<file path="src/hw/rtl/ecelg_pkg.sv">
// Package for the elliptic-curve ElGamal core: widths, register indexes, states, unit ops.
// No dependencies.
package ecelg_pkg;
  localparam int FIELD_BITS_DEF = 32;
  localparam int CFG_IDX_BITS   = 1;
  localparam logic [CFG_IDX_BITS-1:0] REG_CURVE_A = 1'b0;
  localparam logic [CFG_IDX_BITS-1:0] REG_CURVE_P = 1'b1;
  localparam int IN_TDATA_BITS  = 232;
  localparam int OUT_TDATA_BITS = 136;

  typedef enum logic [5:0] {
    S_IDLE,
    S_RED_START,   // reduce one input value (coordinate or curve_a)
    S_RED_WAIT,
    S_RED_NEXT,
    S_PM_INIT,     // scalar multiply setup
    S_PM_DBL,
    S_PM_ADDSEL,
    S_PM_NEXT,
    S_PA_START,    // point add entry
    S_PA_NUM1,
    S_PA_NUM2,
    S_PA_NUM3,
    S_PA_DEN,
    S_INV_START,
    S_INV_DIV,
    S_INV_MULQ,
    S_INV_STEP,
    S_PA_LAM,
    S_PA_X1,
    S_PA_X2,
    S_PA_Y1,
    S_PA_Y2,
    S_PA_DONE,
    S_AFTER_PM,
    S_DONE
  } state_t;

  typedef enum logic [1:0] {
    U_NONE,
    U_MUL,
    U_DIV
  } unit_op_t;
endpackage

</file>
<file path="src/hw/rtl/ec_elgamal_encrypt_decrypt_core.sv">
// Top level of the elliptic-curve ElGamal core (encrypt and decrypt).
// Depends on ecelg_pkg.
//
// channel   | direction | contents
// s_axis    | in        | tdata: op, scalar, base_x/y, other_x/y, msg_x/y
// m_axis    | out       | tdata: out1_x/y, out2_x/y, at_infinity
// cfg       | in        | cfg_we, cfg_idx, cfg_data (curve_a, curve_p)
//
// One request runs two scalar multiplies of W double/add steps to encrypt, one to
// decrypt, each point add running an extended Euclid inverse of up to ~46 steps at
// 32 bits (a divide and a multiply per step). Every field multiply and quotient runs
// bit-serially over all W bits in one shared unit; short scalars do not finish sooner.
// Reset returns to idle with curve_a = 1, curve_p = 23. s_axis_tready is high only
// when idle; the result is held on m_axis until taken.
module ec_elgamal_encrypt_decrypt_core #(
  parameter int FIELD_BITS = ecelg_pkg::FIELD_BITS_DEF
) (
  input  logic                                  clk,
  input  logic                                  rst,
  input  logic                                  cfg_we,
  input  logic [ecelg_pkg::CFG_IDX_BITS-1:0]    cfg_idx,
  input  logic [FIELD_BITS-1:0]                 cfg_data,
  input  logic                                  s_axis_tvalid,
  output logic                                  s_axis_tready,
  // op, scalar, base_x, base_y, other_x, other_y, msg_x, msg_y, zero fill
  input  logic [((1+7*FIELD_BITS+7)/8)*8-1:0]   s_axis_tdata,
  output logic                                  m_axis_tvalid,
  input  logic                                  m_axis_tready,
  // out1_x, out1_y, out2_x, out2_y, at_infinity, zero fill
  output logic [((1+4*FIELD_BITS+7)/8)*8-1:0]   m_axis_tdata
);
  import ecelg_pkg::*;

  localparam int W   = FIELD_BITS;
  localparam int CW  = $clog2(W+1);
  localparam int IW  = ((1+7*W+7)/8)*8;
  localparam int OW  = ((1+4*W+7)/8)*8;

  state_t state, state_next;

  logic [W-1:0] reg_a, reg_p;
  logic [W-1:0] p;
  logic [W-1:0] in_k;
  logic         in_op;
  logic [W-1:0] raw [7];
  logic [W-1:0] red [7];
  logic [2:0]   red_i;

  // shared serial unit: mul (x*y mod p) or div (n / d -> q, r)
  unit_op_t     u_op;
  logic [W-1:0] u_x, u_y, u_n, u_d, u_acc, u_q;
  logic [W:0]   u_r;
  logic [CW-1:0] u_cnt;
  logic         u_busy, u_done;

  // point arithmetic registers
  logic [W-1:0] px, py, qx, qy, rx, ry;
  logic         pinf, qinf, rinf;
  logic [W-1:0] num, den, lam, t1v, x3;
  logic [W-1:0] e_r0, e_r1, e_t0, e_t1, e_q;
  logic [W-1:0] pm_k, pm_bx, pm_by;
  logic [CW-1:0] pm_bit;
  logic         pm_dbl;
  logic [1:0]   phase;
  logic [W-1:0] c1x, c1y, c2x, c2y;
  logic         c1inf, c2inf, c2used;
  logic         p_small;

  logic         start_mul, start_div;
  logic [W-1:0] sm_x, sm_y, sd_n, sd_d;

  function automatic logic [W-1:0] addm(input logic [W-1:0] x, input logic [W-1:0] y,
                                        input logic [W-1:0] m);
    logic [W:0] s;
    s = {1'b0, x} + {1'b0, y};
    if (s >= {1'b0, m}) s = s - {1'b0, m};
    return s[W-1:0];
  endfunction

  function automatic logic [W-1:0] subm(input logic [W-1:0] x, input logic [W-1:0] y,
                                        input logic [W-1:0] m);
    return (x >= y) ? (x - y) : (x + (m - y));
  endfunction

  assign s_axis_tready = (state == S_IDLE);

  always_ff @(posedge clk) begin
    if (rst) begin
      reg_a <= W'(1);
      reg_p <= W'(23);
    end else if (cfg_we) begin
      if (cfg_idx == REG_CURVE_A) reg_a <= cfg_data;
      else if (cfg_idx == REG_CURVE_P) reg_p <= cfg_data;
    end
  end

  // serial unit
  always_ff @(posedge clk) begin
    if (rst) begin
      u_busy <= 1'b0;
      u_done <= 1'b0;
    end else begin
      u_done <= 1'b0;
      if (start_mul) begin
        u_op <= U_MUL; u_x <= sm_x; u_y <= sm_y; u_acc <= '0;
        u_cnt <= CW'(W); u_busy <= 1'b1;
      end else if (start_div) begin
        u_op <= U_DIV; u_n <= sd_n; u_d <= sd_d; u_q <= '0; u_r <= '0;
        u_cnt <= CW'(W); u_busy <= 1'b1;
      end else if (u_busy) begin
        if (u_op == U_MUL) begin
          if (u_y[W-1]) u_acc <= addm(addm(u_acc, u_acc, p), u_x, p);
          else          u_acc <= addm(u_acc, u_acc, p);
          u_y <= u_y << 1;
        end else begin
          if ({u_r[W-1:0], u_n[W-1]} >= {1'b0, u_d}) begin
            u_r <= {u_r[W-1:0], u_n[W-1]} - {1'b0, u_d};
            u_q <= {u_q[W-2:0], 1'b1};
          end else begin
            u_r <= {u_r[W-1:0], u_n[W-1]};
            u_q <= {u_q[W-2:0], 1'b0};
          end
          u_n <= u_n << 1;
        end
        u_cnt <= u_cnt - CW'(1);
        if (u_cnt == CW'(1)) begin
          u_busy <= 1'b0;
          u_done <= 1'b1;
        end
      end
    end
  end

  always_comb begin
    state_next = state;
    case (state)
      S_IDLE:      if (s_axis_tvalid) state_next = S_RED_START;
      S_RED_START: state_next = p_small ? S_DONE : S_RED_WAIT;
      S_RED_WAIT:  if (u_done) state_next = S_RED_NEXT;
      S_RED_NEXT:  state_next = (red_i == 3'd6) ? S_PM_INIT : S_RED_START;
      S_PM_INIT:   state_next = S_PM_DBL;
      S_PM_DBL:    state_next = S_PA_START;
      S_PM_ADDSEL: state_next = S_PA_START;
      S_PM_NEXT:   state_next = (pm_bit == CW'(1)) ? S_AFTER_PM : S_PM_DBL;
      S_PA_START: begin
        if (pinf || qinf) state_next = S_PA_DONE;
        else if (px == qx && py != qy) state_next = S_PA_DONE;
        else if (px == qx) state_next = S_PA_NUM1;
        else state_next = S_PA_DEN;
      end
      S_PA_NUM1:   if (u_done) state_next = S_PA_NUM2;
      S_PA_NUM2:   if (u_done) state_next = S_PA_NUM3;
      S_PA_NUM3:   state_next = S_PA_DEN;
      S_PA_DEN:    state_next = S_INV_START;
      S_INV_START: state_next = (e_r1 == '0) ? S_PA_LAM : S_INV_DIV;
      S_INV_DIV:   if (u_done) state_next = S_INV_MULQ;
      S_INV_MULQ:  if (u_done) state_next = S_INV_STEP;
      S_INV_STEP:  state_next = S_INV_START;
      S_PA_LAM:    if (e_r0 != W'(1)) state_next = S_PA_DONE;
                   else if (u_done) state_next = S_PA_X1;
      S_PA_X1:     if (u_done) state_next = S_PA_X2;
      S_PA_X2:     state_next = S_PA_Y1;
      S_PA_Y1:     if (u_done) state_next = S_PA_Y2;
      S_PA_Y2:     state_next = S_PA_DONE;
      S_PA_DONE:   state_next = (phase == 2'd2 || phase == 2'd3) ? S_AFTER_PM :
                                 (pm_dbl ? S_PM_ADDSEL : S_PM_NEXT);
      S_AFTER_PM:  state_next = (phase == 2'd2 || phase == 2'd3) ? S_DONE :
                                 ((phase == 2'd1 || in_op) ? S_PA_START : S_PM_INIT);
      S_DONE:      if (m_axis_tready) state_next = S_IDLE;
      default:     state_next = S_IDLE;
    endcase
  end

  // unit requests
  always_comb begin
    start_mul = 1'b0; start_div = 1'b0;
    sm_x = '0; sm_y = '0; sd_n = '0; sd_d = p;
    case (state)
      S_RED_START: begin start_div = !p_small; sd_n = raw[red_i]; sd_d = p; end
      S_PA_START:  if (!(pinf || qinf) && px == qx && py == qy) begin
        start_mul = 1'b1; sm_x = px; sm_y = px;
      end
      S_PA_NUM1:   if (u_done) begin
        start_mul = 1'b1; sm_x = u_acc; sm_y = (p == W'(3)) ? '0 : W'(3);
      end
      S_INV_START: if (e_r1 != '0) begin start_div = 1'b1; sd_n = e_r0; sd_d = e_r1; end
      S_INV_DIV:   if (u_done) begin start_mul = 1'b1; sm_x = u_q; sm_y = e_t1; end
      S_PA_LAM:    ;
      S_PA_X1:     ;
      default: ;
    endcase
    if (state == S_INV_START && e_r1 == '0 && e_r0 == W'(1)) begin
      start_mul = 1'b1; sm_x = num; sm_y = e_t0;
    end
    if (state == S_PA_LAM && u_done) begin start_mul = 1'b1; sm_x = u_acc; sm_y = u_acc; end
    if (state == S_PA_X2) begin start_mul = 1'b1; sm_x = lam; sm_y = subm(px, x3, p); end
  end

  assign p_small = (p < W'(3));

  always_ff @(posedge clk) begin
    if (rst) begin
      state <= S_IDLE;
      m_axis_tvalid <= 1'b0;
    end else begin
      state <= state_next;
      m_axis_tvalid <= (state_next == S_DONE);
    end
  end

  always_ff @(posedge clk) begin
    case (state)
      S_IDLE: if (s_axis_tvalid) begin
        in_op <= s_axis_tdata[0];
        in_k  <= s_axis_tdata[1 +: W];
        for (int j = 0; j < 6; j++) raw[j] <= s_axis_tdata[1+W*(j+1) +: W];
        raw[6] <= reg_a;
        p <= reg_p;
        red_i <= '0;
        phase <= 2'd0;
        c1x <= '0; c1y <= '0; c2x <= '0; c2y <= '0;
        c1inf <= 1'b1; c2inf <= 1'b0; c2used <= 1'b0;
      end
      S_RED_WAIT: if (u_done) red[red_i] <= u_r[W-1:0];
      S_RED_NEXT: red_i <= red_i + 3'd1;
      S_PM_INIT: begin
        rinf <= 1'b1; rx <= '0; ry <= '0;
        pm_k <= in_k; pm_bit <= CW'(W);
        pm_bx <= (phase == 2'd0) ? red[0] : red[2];
        pm_by <= (phase == 2'd0) ? red[1] : red[3];
      end
      S_PM_DBL: begin
        px <= rx; py <= ry; pinf <= rinf;
        qx <= rx; qy <= ry; qinf <= rinf;
        pm_dbl <= 1'b1;
      end
      S_PM_ADDSEL: begin
        pm_dbl <= 1'b0;
        px <= rx; py <= ry; pinf <= rinf;
        qx <= pm_bx; qy <= pm_by; qinf <= !pm_k[W-1];
      end
      S_PM_NEXT: begin
        pm_k <= pm_k << 1;
        pm_bit <= pm_bit - CW'(1);
      end
      S_PA_START: begin
        rx <= '0; ry <= '0; rinf <= 1'b1;
        if (pinf) begin rx <= qx; ry <= qy; rinf <= qinf; end
        else if (qinf) begin rx <= px; ry <= py; rinf <= 1'b0; end
        else if (px != qx) begin num <= subm(qy, py, p); den <= subm(qx, px, p); end
        else den <= addm(py, py, p);
      end
      S_PA_NUM2: if (u_done) num <= addm(u_acc, red[6], p);
      S_PA_DEN: begin
        e_r0 <= p; e_r1 <= den; e_t0 <= '0; e_t1 <= W'(1);
      end
      S_INV_DIV: if (u_done) begin e_q <= u_q; t1v <= u_r[W-1:0]; end
      S_INV_STEP: begin
        e_r0 <= e_r1; e_r1 <= t1v;
        e_t0 <= e_t1; e_t1 <= subm(e_t0, u_acc, p);
      end
      S_PA_LAM: if (u_done) lam <= u_acc;
      S_PA_X1:  if (u_done) x3 <= subm(subm(u_acc, px, p), qx, p);
      S_PA_Y1:  if (u_done) begin
        rx <= x3; ry <= subm(u_acc, py, p); rinf <= 1'b0;
      end
      S_AFTER_PM: begin
        case (phase)
          2'd0: begin
            c1x <= rx; c1y <= ry; c1inf <= rinf;
            if (in_op) begin
              px <= red[2]; py <= red[3]; pinf <= 1'b0;
              qx <= rx; qy <= rinf ? ry : subm('0, ry, p); qinf <= rinf;
              phase <= 2'd3;
            end else phase <= 2'd1;
          end
          2'd1: begin
            px <= red[4]; py <= red[5]; pinf <= 1'b0;
            qx <= rx; qy <= ry; qinf <= rinf;
            phase <= 2'd2; c2used <= 1'b1;
          end
          2'd2: begin c2x <= rx; c2y <= ry; c2inf <= rinf; phase <= 2'd3; end
          default: begin
            if (in_op) begin c1x <= rx; c1y <= ry; c1inf <= rinf; end
            else begin c2x <= rx; c2y <= ry; c2inf <= rinf; end
          end
        endcase
      end
      default: ;
    endcase
  end

  // zero coordinates at infinity or of an unused out2; p below three zeroes all
  logic [W-1:0] o1x, o1y, o2x, o2y;
  logic         oinf;
  always_comb begin
    o1x = c1inf ? '0 : c1x;
    o1y = c1inf ? '0 : c1y;
    o2x = (c2inf || !c2used) ? '0 : c2x;
    o2y = (c2inf || !c2used) ? '0 : c2y;
    oinf = c1inf || c2inf;
    if (p_small) begin o1x = '0; o1y = '0; o2x = '0; o2y = '0; oinf = 1'b1; end
  end

  assign m_axis_tdata = OW'({oinf, o2y, o2x, o1y, o1x});

  logic unused_ok;
  assign unused_ok = ^{e_q, IW[0]};
endmodule

</file>
<file path="config.mk">
export PLATFORM = sky130hd
export DESIGN_NAME = ec_elgamal_encrypt_decrypt_core
export DESIGN_NICKNAME = d
export VERILOG_FILES = /design/src/hw/rtl/ecelg_pkg.sv /design/src/hw/rtl/ec_elgamal_encrypt_decrypt_core.sv
export SDC_FILE = /design/constraint.sdc
export NUM_CORES = 2
export LEC_CHECK = 0
export BUFFER_PORTS_ARGS = -buffer_cell sky130_fd_sc_hd__buf_4
export CAP_MARGIN = 5
export CORE_ASPECT_RATIO = 0.7
export CORE_UTILIZATION = 35
export DETAILED_ROUTE_END_ITERATION = 10
export GPL_TIMING_DRIVEN = 0
export PLACE_DENSITY = 0.6
export SYNTH_ARGS = -nofsm -noshare
export SYNTH_HDL_FRONTEND = slang
export SYNTH_SLANG_ARGS = --single-unit
</file>
<file path="constraint.sdc">
create_clock -name clk -period 13.3 [get_ports clk]
set_input_delay 2.66 -clock clk [delete_from_list [all_inputs] [get_ports clk]]
set_output_delay 2.66 -clock clk [all_outputs]
set_load 0.01 [all_outputs]
</file>
==> qor.yml <==
ctsResizeCount: 0
combPwrFrac_pct: 12.4
grt_start_max_net_pins: 139
reg_top3: "raw (224), red (224)"
cts_buffer_depth: 4
place.gp.congestion: 1.05
drtIter0Drc: 13600
synth_top_area_share_pct: 42.5
max_freq_ghz: 0.0831
worst_pin_slew_ns: 1.64
cts_tree: "done"
synth.area.top_cells: "edfxtp_1, ha_1, a21oi_1, nand2_1, xnor2_1"
clk-insertion-delay-late_ns: 0.92
required_ns: 13.83
pre_cts_ws_ns: 2.25
die_w_um: 653
p_clk_share_pct: 41.2
p_int_w: 0.00864
drv_slew: 61
cts_setup_buffers: 0
synth_cell_type_count: 108
grt_use_total_pct: 33.3
status: "finished, violations left"
p_switching_w: 0.00306
syn_area_um2: 104000
skew_ns: 0.125
synth_edf_count: 1467
routedWlPerCell_um: 34.0
die_y_um: 457
route.detailed.drc: 14
ys.flop_type: "edfxtp_1"
dieArea_um2: 298000
slowest_delay_ns: 1.10
worst_r2r_path_depth: 36
cts_hold_buf: 0
fin_util_pct: 41.2
violations: "DRC, capacitance limit, slew limit"
start_kind: "register"
vias: 91700
design_area_um2: 121000
period_share_pct: 90.4
netlist_instances: 10200
grt_overflow: 0
power_leakage_nw: 48.5
core_um2: 293000
cts-buffers-inserted: 169
drive_gt1_share_pct: 10.1
critPathSlowestCell: "inv_1"
seqPwrFrac_pct: 46.3
cts.clk_slew.worst_paths_ns: 0.07
irDropWorstVdd_mv: 0.0967
routed_wl_um: 513000
critPathArrivalTime_ns: 12.56
port_buffers: 392
synth_top_area_cell: "edfxtp_1"
cts_sinks: 1543
setup_viol: 0
io-pin-count: 408
sw_frac_of_total_pct: 26.2
hold_path_depth: 0
seq_area_frac_synth_pct: 44.0
initial_core_util_pct: 35.3
hold_class: "reg2reg"
cts_root_buf: "clkbuf_16"
dp_hpwl_um: 424000
slew_headroom_pct: -9.23
postRouteAntennaNets: 0
cts_max_level: 4
fp-row-count: 166
cp-end-kind: "register"
timing.final.hold_violations: 0
cp_max_fo: 10
grt_pass1_wl_um: 688000
final_nets: 12100
fin_crit_ns: 12.03
synth-seq-cells: 1543
drt_first_pass_iters: 11
critPathKind: "reg2reg"
syn_to_final_growth_pct: 16.5
place_area_um2: 115000
cap_violations: 13
grt_pass1_vias: 83100
powerDensity_nw_per_um2: 96.9
antenna_found_initial: 82
ys_warn_count: 0
routed_via_density: 6.07
whs_ns: 0.423
rsz0062_at_grt: "false"
layout_setup_ws_ns: 1.27
synthArstFlopShare_pct: 0
syn_area_per_cell_um2: 10.1
-- worst max-delay path: cells and delay by family, from the launching register on --
family	cells	cell delay, ns
xor+xnor	1	0.36
flops	1	0.78
buf+inv	5	2.22
fa+ha+maj	3	1.20
compound gates	17	4.66
mux	1	0.63
simple gates	9	1.72
-- logic make-up after synthesis --
family / Yosys count / share of synthesized area (%)
other: 1 / 0.00362
DFF: 1543 / 44.0
buffers and inverters: 1022 / 3.83
and+or+nand+nor: 2844 / 12.8
muxes: 374 / 4.14
AOI/OAI and AO/OA: 2933 / 18.4
adders and majority gates: 885 / 11.5
xor gates and xnor gates: 633 / 5.39
-- cells in the mapped netlist, types with 107 or more instances --
cell and n:
edfxtp_1 1467, nand2_1 975, a21oi_1 865, ha_1 771, nor2_1 731, inv_1 642
o21ai_0 522, xnor2_1 389, a21o_1 367, clkbuf_1 290, xor2_1 241, mux2i_1 236
and2_1 222, nand3_1 165, nor3_1 137, fa_1 114, a211oi_1 112, nand2b_1 112
a31oi_1 108, nor2b_1 107
-- layout by cell type (no fill, tap or decap), types with 77 or more instances in the layout --
cell / count
xor2_1: 241
mux2_2: 104
o21ai_0: 518
a21oi_1: 863
nand2b_1: 112
a211oi_1: 111
mux2i_1: 236
a31oi_1: 108
a21o_1: 367
nand2_1: 975
clkbuf_16: 173
xnor2_1: 389
buf_4: 428
nor2_1: 721
nor2b_1: 107
and3_1: 105
and2_1: 222
fa_1: 114
ha_1: 771
nand4_1: 88
buf_16: 77
clkbuf_1: 310
edfxtp_1: 1467
o21bai_1: 95
nand3_1: 165
o21a_1: 104
o211ai_1: 79
nor3_1: 132
inv_1: 630
-- metal layers --
| metal | up-vias | wire (µm) | track usage [%] |
|---|---|---|---|
| met5 | - | 862 | 1.75 |
| met2 | 5821 | 196000 | 43.9 |
| met1 | 45600 | 228000 | 48.8 |
| li1 | 39400 | - | - |
| met4 | 20 | 24600 | 13.9 |
| met3 | 827 | 64500 | 10.8 |
-- power by group through the flow --
stage                     registers, W  logic, W  clock network [W]
after detailed placement       0.00552   0.00140                  0
after floorplan                0.00550  0.000881                  0
after global placement         0.00557   0.00132                  0
after global routing           0.00542   0.00155            0.00502
final                          0.00542   0.00146            0.00483
after CTS                      0.00542   0.00141            0.00486
-- metrics by stage --
step	total power (W)	setup TNS (ns)	cells
2_1_floorplan	0.00638	0	10200
5_1_grt	0.0120	0	15000
6_report	0.0117	0	15100
4_1_cts	0.0117	0	15000
3_3_place_gp	0.00690	-441.15	14600
3_5_place_dp	0.00692	0	14700
-- cell type report --
type                            instances  area, µm²
Fill cell                           28300     173000
Multi-Input combinational cell       7677      54400
Sequential cell                      1543      45600
Timing Repair Buffer                  548       6260
Tap cell                             3948       4940
Clock buffer                          203       4510
Inverter                              644       2420
Buffer                                378       1550
Clock inverter                         91        941
Antenna cell                           66        165
-- worst paths after layout --
path / start / end / slack, ns
setup / recovery: p[14]$_DFFE_PP_ / u_acc[29]$_SDFFCE_PN0P_ / 1.27
hold / removal: reg_p[25]$_SDFFE_PP0P_ / p[25]$_DFFE_PP_ / 0.42
setup reg to reg: p[14]$_DFFE_PP_ / u_acc[29]$_SDFFCE_PN0P_ / 1.27
hold reg to reg: reg_p[25]$_SDFFE_PP0P_ / p[25]$_DFFE_PP_ / 0.42
Power figures use the tool's default switching activity.
